===== src/design/triangle_min_path_sum_core_macros.svh =====
// assertion macros for the triangle minimum path sum core
`ifndef TRIANGLE_MIN_PATH_SUM_CORE_MACROS_SVH
`define TRIANGLE_MIN_PATH_SUM_CORE_MACROS_SVH

`ifndef SYNTHESIS
`define TMPS_ASSERT_SAME(lbl, clk_s, rstn_s, ante, cons, msg) \
    lbl: assert property (@(posedge clk_s) disable iff (!rstn_s) (ante) |-> (cons)) \
        else $error(msg);
`define TMPS_ASSERT_NEXT(lbl, clk_s, rstn_s, ante, cons, msg) \
    lbl: assert property (@(posedge clk_s) disable iff (!rstn_s) (ante) |=> (cons)) \
        else $error(msg);
`else
`define TMPS_ASSERT_SAME(lbl, clk_s, rstn_s, ante, cons, msg)
`define TMPS_ASSERT_NEXT(lbl, clk_s, rstn_s, ante, cons, msg)
`endif

`endif


===== src/design/tmps_pkg.sv =====
// shared types and constants for the triangle minimum path sum core
package tmps_pkg;

    localparam int MAX_ROWS_DEF = 256;
    localparam int VALUE_W      = 16;
    localparam int SUM_W        = 24;
    localparam int COUNT_W      = 9;

    typedef logic signed [VALUE_W-1:0] value_t;
    typedef logic signed [SUM_W-1:0]   sum_t;
    typedef logic [COUNT_W-1:0]        count_t;

    typedef struct packed {
        logic first_row;
        logic use_left;
        logic use_mid;
        logic use_right;
    } nbr_sel_t;

    localparam sum_t SUM_MAX = {1'b0, {(SUM_W-1){1'b1}}};
    localparam sum_t SUM_MIN = {1'b1, {(SUM_W-1){1'b0}}};

endpackage


===== src/design/tmps_best.sv =====
// best sum of one cell: least existing neighbor plus the entry, saturated
module tmps_best (
    input  tmps_pkg::value_t   value,
    input  tmps_pkg::nbr_sel_t sel,
    input  tmps_pkg::sum_t     left,
    input  tmps_pkg::sum_t     mid,
    input  tmps_pkg::sum_t     right,
    output tmps_pkg::sum_t     best
);

    localparam int EXT_W = tmps_pkg::SUM_W + 1;

    tmps_pkg::sum_t          m;
    logic                    have;
    logic signed [EXT_W-1:0] sum;

    always_comb
    begin
        m    = left;
        have = 1'b0;
        if (sel.use_left)
        begin
            m    = left;
            have = 1'b1;
        end
        if (sel.use_mid && (!have || mid < m))
        begin
            m    = mid;
            have = 1'b1;
        end
        if (sel.use_right && (!have || right < m))
        begin
            m    = right;
        end
    end

    assign sum = {m[tmps_pkg::SUM_W-1], m}
               + {{(EXT_W-tmps_pkg::VALUE_W){value[tmps_pkg::VALUE_W-1]}}, value};

    always_comb
    begin
        if (sel.first_row)
        begin
            best = {{(tmps_pkg::SUM_W-tmps_pkg::VALUE_W){value[tmps_pkg::VALUE_W-1]}}, value};
        end
        else if (sum[EXT_W-1] != sum[EXT_W-2])
        begin
            best = sum[EXT_W-1] ? tmps_pkg::SUM_MIN : tmps_pkg::SUM_MAX;
        end
        else
        begin
            best = sum[tmps_pkg::SUM_W-1:0];
        end
    end

endmodule


===== config.mk =====
export PLATFORM = sky130hd
export DESIGN_NAME = tmps_best
export DESIGN_NICKNAME = d
export VERILOG_FILES = /design/src/design/triangle_min_path_sum_core_macros.svh /design/src/design/tmps_pkg.sv /design/src/design/tmps_best.sv
export SDC_FILE = /design/constraint.sdc
export NUM_CORES = 1
export LEC_CHECK = 0
export BUFFER_PORTS_ARGS = -buffer_cell sky130_fd_sc_hd__buf_2
export CORE_MARGIN = 10
export CORE_UTILIZATION = 55
export DETAILED_ROUTE_END_ITERATION = 6
export PLACE_DENSITY = 0.9
export SYNTH_ARGS = -nofsm -noshare
export SYNTH_HDL_FRONTEND = slang
export SYNTH_SLANG_ARGS = --single-unit

===== constraint.sdc =====
create_clock -name vclk -period 13.15
set_clock_uncertainty 0.05 [all_clocks]
set_input_delay 0.6575 -clock vclk [all_inputs]
set_output_delay 0.6575 -clock vclk [all_outputs]
set_load 0.05 [all_outputs]

* After elaboration in Yosys (flattened, before gate mapping) *
Cells that the tools add are included.

cells by class
  magnitude comparators = 2
  $add $sub $neg = 1
  equal/unequal tests = 1
  mux-type cells = 7
  reductions and logical operators = 6

operators with widths
  kind                 number
  $mux W24             5
  $lt A24 B24 Y1       2
  $add A24 B16 Y25     1
  $logic_and A1 B1 Y1  2
  $logic_not A1 Y1     2
  $logic_or A1 B1 Y1   2
  $mux W1              2
  $ne A1 B1 Y1         1

storage, ports and cells
  register bits after elaboration = 0
  logic and storage cells = 17
  output and inout port bits = 24

* Depth between registers and ports, before layout *
Gate-level depths: netlist of the first run.

  depth after elaboration = 13
  gate-level depth with buffers = 31

* Worst setup path before layout of the first run *
No wires, ideal clock.

  path type = in2out
  start point = input port left[19]
  end point = output port best[0]
  data required time = 12.443 ns
  stages on the path = 28
  path buffers = 3
  arrival = 7.392 ns
  path slack = 5.051 ns
  cells stage by stage = inv_1 -> ha_1 -> nand4_1 -> or2_1 -> o41ai_1 -> mux2i_1 -> o21ai_2 -> buf_4 -> mux2i_1 -> ha_1 -> o21a_1 -> o21a_1 -> o211a_1 -> or3_4 -> o311ai_4 -> a21o_4 -> buf_6 -> a21oi_2 -> ha_1 -> buf_2 -> nand3_1 -> o22a_1 -> and3_4 -> a311oi_2 -> o21ba_4 -> xor2_1 -> a21oi_1 -> o31ai_1

between the ends
  word-level cells in the longest chain between the ends = 12
  elaborated cells between the ends (all ways) = 15
  classes of those cells = 1 x add/sub; 2 x order compare; 1 x eq/ne; 6 x mux; 5 x reduce/logical

RTL lines
  what                                                       line                              text
  start, declared                                            tmps_best.sv:5                    input tmps_pkg::sum_t left,
  $lt A24 B24 Y1                                             tmps_best.sv:26                   if (sel.use_mid && (!have || mid < m))
  $logic_or A1 B1 Y1                                         tmps_best.sv:26
  $logic_and A1 B1 Y1                                        tmps_best.sv:26
  $mux W24 / $mux W1 (equally long branches)                 tmps_best.sv:26
  $lt A24 B24 Y1 / $logic_not A1 Y1 (equally long branches)  tmps_best.sv:31                   if (sel.use_right && (!have || right < m))
  $logic_or A1 B1 Y1                                         tmps_best.sv:31
  $logic_and A1 B1 Y1                                        tmps_best.sv:31
  $mux W24 *                                                 tmps_best.sv:31
  $add A24 B16 Y25 *                                         tmps_best.sv:38                   + {{(EXT_W-tmps_pkg::VALUE_W){value[tmps_pkg::VALUE_W-1]}}, value};
  $mux W24 / $ne A1 B1 Y1 (equally long branches)            tmps_best.sv:48, tmps_best.sv:46
  $mux W24 *                                                 tmps_best.sv:46                   else if (sum[EXT_W-1] != sum[EXT_W-2])
  $mux W24 *                                                 tmps_best.sv:42                   if (sel.first_row)
  end, declared                                              tmps_best.sv:8                    output tmps_pkg::sum_t best

Every way passes the cells marked *; elsewhere a longest branch is shown, timed or not.

* Final worst setup path of the first run *
  start point = input port left[19]
  end point = output port best[18]

The elaborated chain is that of the path after synthesis.

==> impl_metrics.csv, run 1 <==
group,metric,value,unit
timing,holdWs,1681,ps
timing,finalSetupViolations,0,
timing,tightest_slew,1094,ps
routing,wirelength,11.42,mm
timing,rsz0062_at_grt,"false",
global_route,use_met1,0.2370,
synthesis,ys_warn_count,0,
layout,final_core_util,0.6566,
setup_path,arrival,8940,ps
global_route,overflow,0,
timing,totalNegativeSetupSlack,0,ps
global_route,grt_pass1_wl,18.56,mm
layout,area_growth,16.64,%
timing,min_period,9646,ps
layout,clock_buffer_count,0,
timing,drv_slew,0,
setup_path,critPathCaptureType,"primary output",
floorplanning,die_area,0.01003,mm^2
place,post_dp_cell_area,0.004121,mm^2
floorplanning,start_util,0.5629,
status,status,"finished, final reports clean",
global_route,grt_use_met3,0.02953,
synthesis,syn-mean-instance-area,7.486,um^2
setup_path,cp-start-kind,"input port",
place,dp_cells,650,
routing,wire_per_inst,17.57,um
global_route,grt_pass1_vias,4156,
timing,finalHoldViolCount,0,
routing,dr.pass1.iters,7,
power,power.total,0.4076,mW
synthesis,seq_area_frac_synth,0,
synthesis,synth_common_cells,"ha_1, a21oi_1, nand2_1",
setup_path,worstSetupPathType,"input port to primary output",
clock_network,post_cts_buffers,0,
routing,detailedRoute.firstIterationViolations,190,
layout,diodes,0,
synthesis,synth_top_area_cell,"ha_1",
layout,ff_latch_area,0,um^2
power,p_per_area,98.89,mW/mm^2
place,io_buffer_count,116,
timing,fin_ws,3504,ps
global_route,grt_start_max_net_pins,28,
floorplanning,fp.dieH,100.2,um
synthesis,yosysMostFrequentCell,"ha_1",
synthesis,synth_area_leaders,"ha_1, a21oi_1, mux2i_1",
layout,design_area,0.004121,mm^2
global_route,antenna_found_initial,0,
power,vdd_ir_drop_max,0.07287,mV
clock_network,cts_hold_buf,0,
synthesis,netlist_area,0.003533,mm^2
layout,seq_cell_count,0,
routing,drc,0,
floorplanning,rows,29,
synthesis,syn_inst,472,
flow_run,drv_cap,0,
routing,drt-vias-per-instance,6.400,
setup_path,required,12440,ps
synthesis,syn_nets,635,
timing,slew_headroom,0.2690,
layout,nets,738,
timing,period_share,0.7335,
place,routabilityCongestion,0.9085,
synthesis,yosysUniqueCellTypes,63,
floorplanning,die_w,100.2,um
timing,max_freq,0.1037,GHz
layout,drive_above_1_share,0.2775,
global_route,grt_use_total,0.2103,
setup_path,crit_fanout,26,
routing,vias,4160,
synthesis,synth_top_area_frac,0.2479,
place,hpwlAfterDp,9.919,mm
layout,finalNonFillerCells,650,
global_route,grt.met2_usage,0.3892,
floorplanning,core_area,0.006277,mm^2
clock_network,ctsResizeCount,0,
power,power.leakage,2.008,nW
routing,ant_nets,0,
global_route,globalRoute.busiestLayer,"met2",
layout,n_fill_cell,572,
floorplanning,io_pins,116,
place,place_ws,3612,ps
worst_hold_path,hp-class,"input port to primary output",
==> report_power, final <==
group	internal [mW]	switching, mW	total [mW]	leakage (nW)
Clock	0	0	0	0
Combinational	0.144	0.264	0.408	2.01
Sequential	0	0	0	0
Total	0.144	0.264	0.408	2.01
==> final timing paths <==
kind	startpoint	slack, ps	endpoint	depth (start not counted)
hold / removal	value[3]	1680	best[3]	4
setup / recovery	left[19]	3500	best[18]	28
==> routing by layer <==
metal  vias up  part of all wire
li1       2016                 -
met5         -                 0
met2       180              0.50
met1      1925              0.40
met3        39             0.061
met4         0             0.037
==> cell type report <==
cell class / count / area [um^2] / area share
Timing Repair Buffer: 118 / 595.6 / 0.1445
Tap cell: 77 / 96.34 / 0.02338
Multi-Input combinational cell: 428 / 3328 / 0.8075
Inverter: 27 / 101.3 / 0.02459
==> cell usage in the layout (no fill, tap or decap), drive strengths merged, types with 8 or more instances in the layout <==
master  Yosys  routed
xnor2      13      13
nor2       25      25
ha         70      70
nand2      37      37
inv        27      27
mux2i      27      27
a211oi     32      32
nor2b      13      13
o21ai      39      39
buf        13     118
xor2        8       8
nand4      12      12
a21oi      71      71
o211ai      8       8
a21o        8       8
==> worst max-delay path, stage by stage <==
cell	delay, ps
buf_2	90
inv_1	40
ha_1	300
nand4_1	170
or2_1	300
o41ai_1	370
mux2i_1	150
o21ai_2	630
buf_4	360
mux2i_1	350
ha_1	330
and4_1	220
and3_1	210
o211a_1	120
or3_4	390
o311ai_4	950
a21o_4	390
a21oi_1	150
ha_1	420
nand4_1	130
o22a_1	200
and3_4	190
a311oi_2	390
o21ba_4	250
mux2i_4	450
nand2b_1	240
o21ai_1	180
buf_2	280
==> logic make-up after synthesis <==
logic type	after synthesis	synth area share
buffers and inverters	44	0.05807
and+or+nand+nor	119	0.1795
AOI/OAI and AO/OA	190	0.3732
xor gates and xnor gates	21	0.05205
adders and majority gates	71	0.2535
muxes	27	0.08357
Note: power is estimated with default switching activity, not from simulation.
==> inputs of run 2 (changes only) <==
==> constraint.sdc (replaced) <==
create_clock -name vclk -period 9.1
set_clock_uncertainty 0.05 [all_clocks]
set_input_delay 0.455 -clock vclk [all_inputs]
set_output_delay 0.455 -clock vclk [all_outputs]
set_load 0.05 [all_outputs]
==> impl_metrics.csv, run 2 (same netlist as run 1, synthesis figures left out) <==
group,metric,value,unit
power,p_comb_frac,1.000,
timing,totalNegativeSetupSlack,0,ps
global_route,grt_start_max_net_pins,28,
power,vdd_ir_drop_max,0.1211,mV
clock_network,post_cts_buffers,0,
floorplanning,die_area,0.01003,mm^2
global_route,antenna_found_initial,1,
worst_hold_path,hold_path_depth,4,
floorplanning,io_pins,116,
layout,area_growth,17.35,%
power,p_per_area,141.5,mW/mm^2
floorplanning,start_util,0.5629,
timing,holdWs,1273,ps
setup_path,required,8600,ps
setup_path,worstSetupPathType,"input port to primary output",
timing,drv_slew,0,
routing,vias,4034,
setup_path,critPathSlowestCell,"o311ai_4",
place,hpwlAfterDp,9.745,mm
timing,slew_headroom,0.3511,
timing,finalSetupViolations,0,
worst_hold_path,hp-class,"input port to primary output",
timing,finalHoldViolCount,0,
power,p_sw_frac,0.6445,
global_route,grt_pass1_wl,18.31,mm
layout,n_fill_cell,542,
routing,wirelength,11.06,mm
power,p_sw,0.3781,mW
global_route,grt_pass1_vias,4208,
routing,dr.pass1.iters,4,
timing,min_period,8471,ps
layout,ff_latch_area,0,um^2
floorplanning,rows,29,
timing,rsz0062_at_grt,"false",
layout,drive_above_1_share,0.2800,
layout,clock_buffer_count,0,
timing,period_share,0.9309,
clock_network,ctsResizeCount,0,
layout,seq_cell_count,0,
power,clkPwrFrac,0,
routing,drc,0,
setup_path,cp-start-kind,"input port",
setup_path,cp_common_cell,"ha_1",
timing,max_freq,0.1180,GHz
timing,tightest_slew,973.2,ps
power,p_int,0.2086,mW
flow_run,drv_cap,0,
routing,detailedRoute.firstIterationViolations,155,
layout,layout_commonest_cell,"buf_2",
routing,drt-vias-per-instance,6.178,
status,status,"finished, final reports clean",
setup_path,critPathCaptureType,"primary output",
setup_path,crit_buf_inv,4,
global_route,overflow,0,
setup_path,crit_fanout,23,
floorplanning,die_w,100.2,um
layout,layout_common_cells,"buf_2, ha_1, a21oi_1, nand2_1, a211oi_1",
clock_network,cts_hold_buf,0,
routing,ant_nets,0,
power,power.total,0.5867,mW
setup_path,arrival,7970,ps
place,routabilityCongestion,0.9565,
place,io_buffer_count,116,
global_route,grt_use_total,0.2058,
layout,nets,740,
routing,wire_per_inst,16.94,um
power,power.leakage,2.019,nW
worst_hold_path,min-delay-start,"value[3]",
setup_path,cp_top_family,"compound AO/OA/AOI/OAI gates",
layout,multi_input_area,0.003336,mm^2
floorplanning,fp.dieH,100.2,um
floorplanning,core_area,0.006277,mm^2
setup_path,path_depth,28,
setup_path,cpPeakStageDelay,620,ps
power,power_frac_seq,0,
worst_hold_path,min_to,"best[3]",
run 2: changes by cell type in the layout (fill, tap and decap cells not counted), sizes merged:
cell / change
buf: +2
diode: +1
run 2: cell type report:
type	instances	area share
inverter	27	0.02444
timing repair buffer	120	0.1473
antenna	1	0.0006035
multi-input combinational	428	0.8045
tap	77	0.02323
run 2: power by group through the flow:
| stage | Clock [mW] | Combinational [mW] | Sequential (mW) |
|---|---|---|---|
| 2_1_floorplan | 0 | 0.457 | 0 |
| 3_3_place_gp | 0 | 0.570 | 0 |
| 3_5_place_dp | 0 | 0.582 | 0 |
| 4_1_cts | 0 | 0.585 | 0 |
| 5_1_grt | 0.0000000147 | 0.640 | 0 |
| 6_report | 0.0000000147 | 0.587 | 0 |
run 2: stage by stage:
| stage | instances | area [um^2] | worst slack [ps] | util |
|---|---|---|---|---|
| after floorplan | 472 | 3533 | 1406 | - |
| after global placement | 652 | 4136 | 774.7 | 0.6590 |
| after detailed placement | 652 | 4136 | 583.0 | 0.6590 |
| after CTS | 652 | 4136 | 576.4 | 0.6590 |
| after global routing | 653 | 4146 | 134.5 | 0.6606 |
| final | 653 | 4146 | 628.9 | 0.6606 |
run 2: metal layers:
layer,global-route usage,up-vias,share of wire
met2,0.3759,133,0.49
met3,0.03022,35,0.054
li1,-,2018,-
met4,0.07717,0,0.040
met1,0.2336,1848,0.41
met5,0,-,0
run 2: worst max path at each step:
stage	slack, ps	end	start
detailed placement	580	best[21]	left[19]
finish	630	best[21]	left[19]
floorplan	1410	best[0]	left[19]
global route	130	best[15]	left[19]
CTS	580	best[21]	left[19]
global placement	770	best[15]	left[19]
==> inputs of run 3 (changes only) <==
==> constraint.sdc (replaced) <==
create_clock -name vclk -period 10.3
set_clock_uncertainty 0.05 [all_clocks]
set_input_delay 0.515 -clock vclk [all_inputs]
set_output_delay 0.515 -clock vclk [all_outputs]
set_load 0.05 [all_outputs]
==> impl_metrics.csv, run 3 (same netlist as run 1, synthesis figures left out) <==
group,metric,value,unit
setup_path,critPathSlowestCell,"mux2i_4",
worst_hold_path,min_to,"best[3]",
layout,layout_commonest_cell,"buf_2",
timing,rsz0062_at_grt,"false",
setup_path,crit_fanout,26,
setup_path,arrival,8220,ps
timing,drv_slew,0,
global_route,grt_pass1_vias,4200,
power,vdd_ir_drop_max,0.1318,mV
power,power.leakage,2.013,nW
flow_run,drv_cap,0,
routing,wirelength,11.16,mm
routing,met1_length,4.683,mm
global_route,grt_start_max_net_pins,28,
setup_path,cp_common_cell,"ha_1",
clock_network,cts_hold_buf,0,
timing,finalSetupViolations,0,
floorplanning,die_area,0.01003,mm^2
routing,ant_nets,0,
layout,area_growth,16.86,%
routing,dr.pass1.iters,5,
place,routabilityCongestion,0.8718,
global_route,grt_use_total,0.2086,
routing,routed-wl-met2,5.704,mm
setup_path,cp-start-kind,"input port",
routing,drt-vias-per-instance,6.224,
layout,drive_above_1_share,0.2787,
floorplanning,rows,29,
layout,seq_cell_count,0,
timing,slew_headroom,0.3228,
setup_path,required,9740,ps
power,power.total,0.5177,mW
floorplanning,core_area,0.006277,mm^2
power,p_per_area,125.4,mW/mm^2
layout,layout_common_cells,"buf_2, ha_1, a21oi_1, nand2_1, a211oi_1",
timing,finalHoldViolCount,0,
place,io_buffer_count,116,
layout,clock_buffer_count,0,
setup_path,worstSetupPathType,"input port to primary output",
routing,drc,0,
layout,diodes,0,
clock_network,post_cts_buffers,0,
timing,max_freq,0.1138,GHz
setup_path,critPathCaptureType,"primary output",
floorplanning,die_w,100.2,um
layout,nets,739,
clock_network,ctsResizeCount,0,
timing,tightest_slew,1016,ps
worst_hold_path,hp-class,"input port to primary output",
layout,ff_latch_area,0,um^2
place,hpwlAfterDp,9.635,mm
routing,met3_length,610,um
routing,detailedRoute.firstIterationViolations,180,
timing,min_period,8784,ps
routing,wire_per_inst,17.15,um
worst_hold_path,hold_path_depth,4,
status,status,"finished, final reports clean",
global_route,antenna_found_initial,0,
timing,totalNegativeSetupSlack,0,ps
setup_path,cpPeakStageDelay,450,ps
floorplanning,io_pins,116,
routing,top_layer_used,"met4",
routing,vias,4052,
floorplanning,start_util,0.5629,
worst_hold_path,min-delay-start,"value[3]",
global_route,overflow,0,
global_route,grt_pass1_wl,18.53,mm
floorplanning,fp.dieH,100.2,um
timing,period_share,0.8528,
layout,n_fill_cell,586,
-- run 3: final cells by class --
class | count | area, um^2 | area share
Multi-Input combinational cell | 428 | 3328 | 0.8061
Timing Repair Buffer | 119 | 603.1 | 0.1461
Inverter | 27 | 101.3 | 0.02455
Tap cell | 77 | 96.34 | 0.02333
-- run 3: metrics by stage --
stage / setup slack, ps / area, um^2 / cells / utilization / hold slack [ps]
floorplan: 2486 / 3533 / 472 / - / 1266
global placement: 1862 / 4129 / 651 / 0.6578 / 1396
detailed placement: 1583 / 4129 / 651 / 0.6578 / 1398
CTS: 1565 / 4129 / 651 / 0.6578 / 1399
global route: 949.9 / 4129 / 651 / 0.6578 / 1411
finish: 1516 / 4129 / 651 / 0.6578 / 1397
-- run 3: worst max path at each step --
stage | startpoint | end | slack, ps | cells after the start
2_1_floorplan | left[19] | best[0] | 2490 | 28
3_3_place_gp | left[19] | best[15] | 1860 | 29
3_5_place_dp | left[19] | best[15] | 1580 | 29
4_1_cts | left[19] | best[15] | 1560 | 29
5_1_grt | left[19] | best[17] | 950 | 29
6_report | left[19] | best[15] | 1520 | 29
-- run 3: per-layer routing --
layer	vias to the layer above	global-route usage
met2	141	0.3917
met3	13	0.03022
li1	2011	-
met5	-	0
met1	1887	0.2446
met4	0	0.03370
-- run 3: where the power goes --
group / internal, mW / switching (mW)
clock: 0 / 0
sequential: 0 / 0
combinational: 0.184 / 0.334
-- run 3: worst max-delay path, delay by kind of cell --
kind	cells	cell delay, ps
compound gates	10	2720
fa+ha+maj	3	1040
buf+inv	5	1110
mux	3	960
simple gates	8	1870
